File: src/hdl/bpnc_pkg.sv
// ============================================================================
// bpnc_pkg
// Shared types and constants for the blended palette nearest colour unit.
// ============================================================================
package bpnc_pkg;

   localparam int unsigned INDEX_W = 8;
   localparam int unsigned COMP_W  = 8;
   localparam int unsigned SQ_W    = 2 * COMP_W;
   // worst case is 256 * 255^2, well inside 25 bits
   localparam int unsigned DIST_W  = 25;

   localparam logic [7:0] WEIGHT_R = 8'd54;
   localparam logic [7:0] WEIGHT_G = 8'd183;
   localparam logic [7:0] WEIGHT_B = 8'd19;

   // request kinds
   localparam logic KIND_LOAD  = 1'b0;
   localparam logic KIND_QUERY = 1'b1;

   // blend modes
   localparam logic BLEND_HALF    = 1'b0;
   localparam logic BLEND_QUARTER = 1'b1;

   typedef struct packed {
      logic [COMP_W-1:0] r;
      logic [COMP_W-1:0] g;
      logic [COMP_W-1:0] b;
   } rgb_type;

   typedef struct packed {
      logic               valid;
      logic [INDEX_W-1:0] index;
      logic [DIST_W-1:0]  distance;
   } dist_result_type;

endpackage

File: src/hdl/bpnc_dist_pipe.sv
// ============================================================================
// bpnc_dist_pipe
// Two-stage weighted squared distance: squares, then weighted sum.
// ============================================================================
module bpnc_dist_pipe (
   input  logic                           clock,
   input  logic                           reset,
   input  logic                           in_valid,
   input  logic [bpnc_pkg::INDEX_W-1:0]   in_index,
   input  bpnc_pkg::rgb_type              entry,
   input  bpnc_pkg::rgb_type              target,
   output logic                           busy,
   output bpnc_pkg::dist_result_type      result
);

   logic                          s1_valid_ff;
   logic [bpnc_pkg::INDEX_W-1:0]  s1_index_ff;
   logic [bpnc_pkg::SQ_W-1:0]     sq_r_ff, sq_g_ff, sq_b_ff;
   logic [bpnc_pkg::SQ_W-1:0]     sq_r_in, sq_g_in, sq_b_in;
   logic [bpnc_pkg::COMP_W-1:0]   d_r, d_g, d_b;

   logic                          s2_valid_ff;
   logic [bpnc_pkg::INDEX_W-1:0]  s2_index_ff;
   logic [bpnc_pkg::DIST_W-1:0]   dist_ff, dist_in;

   // absolute differences, then squares
   always_comb begin
      d_r = (entry.r >= target.r) ? (entry.r - target.r) : (target.r - entry.r);
      d_g = (entry.g >= target.g) ? (entry.g - target.g) : (target.g - entry.g);
      d_b = (entry.b >= target.b) ? (entry.b - target.b) : (target.b - entry.b);
      sq_r_in = bpnc_pkg::SQ_W'(d_r) * bpnc_pkg::SQ_W'(d_r);
      sq_g_in = bpnc_pkg::SQ_W'(d_g) * bpnc_pkg::SQ_W'(d_g);
      sq_b_in = bpnc_pkg::SQ_W'(d_b) * bpnc_pkg::SQ_W'(d_b);
   end

   // weights are constants, the sum fits DIST_W
   always_comb begin
      dist_in = bpnc_pkg::DIST_W'(sq_r_ff) * bpnc_pkg::DIST_W'(bpnc_pkg::WEIGHT_R)
              + bpnc_pkg::DIST_W'(sq_g_ff) * bpnc_pkg::DIST_W'(bpnc_pkg::WEIGHT_G)
              + bpnc_pkg::DIST_W'(sq_b_ff) * bpnc_pkg::DIST_W'(bpnc_pkg::WEIGHT_B);
   end

   always_ff @(posedge clock) begin
      if (reset) begin
         s1_valid_ff <= 1'b0;
         s2_valid_ff <= 1'b0;
      end else begin
         s1_valid_ff <= in_valid;
         s2_valid_ff <= s1_valid_ff;
      end
   end

   always_ff @(posedge clock) begin
      s1_index_ff <= in_index;
      sq_r_ff     <= sq_r_in;
      sq_g_ff     <= sq_g_in;
      sq_b_ff     <= sq_b_in;
      s2_index_ff <= s1_index_ff;
      dist_ff     <= dist_in;
   end

   assign busy            = s1_valid_ff;
   assign result.valid    = s2_valid_ff;
   assign result.index    = s2_index_ff;
   assign result.distance = dist_ff;

endmodule

File: config.mk
export PLATFORM = sky130hd
export DESIGN_NAME = bpnc_dist_pipe
export DESIGN_NICKNAME = d
export VERILOG_FILES = /design/src/hdl/bpnc_pkg.sv /design/src/hdl/bpnc_dist_pipe.sv
export SDC_FILE = /design/constraint.sdc
export NUM_CORES = 1
export LEC_CHECK = 0
export BUFFER_PORTS_ARGS = -buffer_cell sky130_fd_sc_hd__buf_2
export CORE_MARGIN = 2
export CORE_UTILIZATION = 40
export CTS_CLUSTER_DIAMETER = 60
export DETAILED_ROUTE_END_ITERATION = 6
export SLEW_MARGIN = 20
export SYNTH_ARGS = -nofsm -noshare
export SYNTH_HDL_FRONTEND = slang
export SYNTH_SLANG_ARGS = --single-unit
File: constraint.sdc
create_clock -name clock -period 6.9 [get_ports clock]
set_input_delay 0 -clock clock [delete_from_list [all_inputs] [get_ports clock]]
set_output_delay 0 -clock clock [all_outputs]
set_load 0.03 [all_outputs]
==> results.json <==
{
  "synth_cell_type_count": 77,
  "drtPass1Iterations": 5,
  "cts.htree.levels": 3,
  "path_cells": "ha_1, fa_1, inv_1, fa_1, inv_1, ha_1, a21o_1, or2_2, o22a_1, a221oi_1, xor2_1, fa_1, inv_1, ha_1, a21o_1, a21o_1, a21oi_1, o21ai_1, or4b_1, and3_1",
  "grt_pass1_vias": 11000,
  "whs_path_depth": 4,
  "synth_area_mm2": 0.0153,
  "grt_pass1_wl_um": 49600,
  "slew_violations": 0,
  "drt-initial-drc-count": 400,
  "hp-class": "in -> reg",
  "numPortBuffers": 93,
  "critPathMaxStageDelay_ns": 0.65,
  "worstSkewPairLatency_ns": 0.35,
  "cts_hold_buf": 10,
  "synth_flop_cell": "dfxtp_1",
  "synthMostInstantiatedCell": "inv_1",
  "synth_area_per_cell_um2": 9.27,
  "synth_area_leaders": "fa_1 (29%), ha_1 (22%), dfxtp_1 (12%)",
  "area_delta_synth_final_pct": 9.56,
  "grt_overflow": 0,
  "clkTransAtPathRegs_ns": 0.06,
  "post_cts_resized": 0,
  "crit_slowest_cell": "a221oi_1",
  "io_pins": 94,
  "final_nets": 2300,
  "cp.arrival_ns": 6.42,
  "n_antenna_cell": 0,
  "status": "finished clean",
  "fillers": 3730,
  "cap_violations": 0,
  "grt_max_degree": 16,
  "ys_seq_area_frac": 0.115,
  "synth_top_area_share": 0.287,
  "final_hold_viol_count": 0,
  "die_x_um": 199,
  "synth_edf_count": 0,
  "synth_warnings": 0,
  "cp-end-kind": "flip-flop",
  "cts_tree": "built",
  "antenna_found_initial": 0,
  "clock_path_buffers": 2,
  "cp-start-kind": "flip-flop",
  "clockRootBuffer": "clkbuf_16",
  "hpwl_um": 25000,
  "post-route-period-util": 0.895,
  "ys_seq_elements": 88,
  "core_region_area_mm2": 0.0377,
  "setup_viol": 0,
  "fin_crit_ns": 6.18,
  "post_cts_buffers": 0,
  "critPathKind": "reg -> reg",
  "drcViolationCount": 0,
  "start_util": 0.405,
  "globalplace.congestion": 0.853,
  "die_h_um": 199,
  "max_slew_margin": 0.405,
  "pre_cts_ws_ns": 0.649,
  "tightest_slew_ns": 0.887,
  "numCtsBuffers": 9,
  "wirelength_um": 28300,
  "critical_path_required_ns": 7.14,
  "rows": 71,
  "grt_usage": 0.151,
  "clock_skew_ns": 0.00761,
  "routed_via_density": 4.78,
  "cts.sinks": 88,
  "rsz0062_at_grt": "no",
  "netlist_instances": 1647,
  "clock.fmax_mhz": 162,
  "yosys.area.top_type": "fa_1",
  "synthArstFlopShare": 0,
  "yosys-top-cells-count": "inv_1 (425), ha_1 (263), fa_1 (219), nor2_1 (112), dfxtp_1 (88)",
  "setup_slack_ns": 0.721,
  "ff2ff_path_depth": 20,
  "path_max_fanout": 6,
  "setup_tns_ns": 0,
  "dieArea_mm2": 0.0398,
  "vias": 10900,
  "drive_above_1_share": 0.0902,
  "drtAntennaViolNets": 0,
  "avgRoutedWirePerCell_um": 12.4
}
final cells by class:
cell class                 count  area [um^2]  share of cell area
clock buffer                  10          229              0.0137
tap                          511          639              0.0382
inverter                     426         1600              0.0956
sequential                    88         1760               0.105
multi-input combinational   1124        11800               0.707
clock inverter                 4         47.5             0.00284
timing repair buffer         110          618              0.0369
flip-flops by register name, indices dropped and copies added, names as in the netlist:
name         count
s2_valid_ff      1
s2_index_ff      8
sq_b_ff         15
sq_g_ff         15
sq_r_ff         15
dist_ff         25
busy             1
s1_index_ff      8
placed cells by master, fill, tap and decap left out, drive strengths merged, types with 10 or more instances in the layout:
cell type and count:
dlygate4sd3 10, nand3 14, and3 11, buf 100, a21oi 74, o21ai 38, o21a 12, xnor2 65
ha 263, o211ai 15, a21o 42, fa 219, clkbuf 10, nand2 35, or2 14, inv 426
nand2b 11, nor2 116, mux2i 18, xor2 30, nor3 11, nor2b 21, dfxtp 88
worst max-delay path, delay by kind of cell, from the launching register on:
kind / cells / cell delay [ns]
DFF: 1 / 0.42
buffers and inverters: 3 / 0.13
xor gates and xnor gates: 1 / 0.20
AOI/OAI and AO/OA: 7 / 1.86
adders and majority gates: 6 / 2.47
and+or+nand+nor: 3 / 1.00
path summary, 6_finish.rpt:
| path | end | slack [ns] | from |
|---|---|---|---|
| worst min-delay path | sq_r_ff[0] | 0.19 | target[16] |
| worst min register to register | s2_index_ff[0] | 0.32 | s1_index_ff[0] |
| worst max register to register | dist_ff[24] | 0.72 | sq_r_ff[4] |
| worst max-delay path | dist_ff[24] | 0.72 | sq_r_ff[4] |
through the flow:
stage	cell area (um^2)	hold WS, ns	instances	util
after global routing	16700	0.235	2273	0.444
final	16700	0.193	2273	0.444
after floorplan	15300	0.0277	1653	-
after global placement	16400	0.102	2249	0.434
after CTS	16700	0.191	2273	0.444
after detailed placement	16400	0.104	2249	0.434
routing by layer:
layer | up-vias | routed length, um | global-route usage | share of wire
met5 | - | 0 | 0 | 0
met4 | 0 | 287 | 0.0266 | 0.010
met3 | 23 | 827 | 0.0174 | 0.029
met2 | 136 | 13800 | 0.267 | 0.49
met1 | 5286 | 13300 | 0.202 | 0.47
li1 | 5431 | - | - | -
cells by family after synthesis:
logic type	synth area share
adder cells (fa/ha/maj)	0.503
buffers and inverters	0.111
AND/OR/NAND/NOR	0.0916
AO/OA/AOI/OAI	0.109
XOR/XNOR	0.0579
flip-flops	0.115
multiplexers	0.0118
other	0.000492
Power is left out: the tool's default activity adds up to more than one toggle a clock period on the data nets, which glitch-free logic cannot reach.
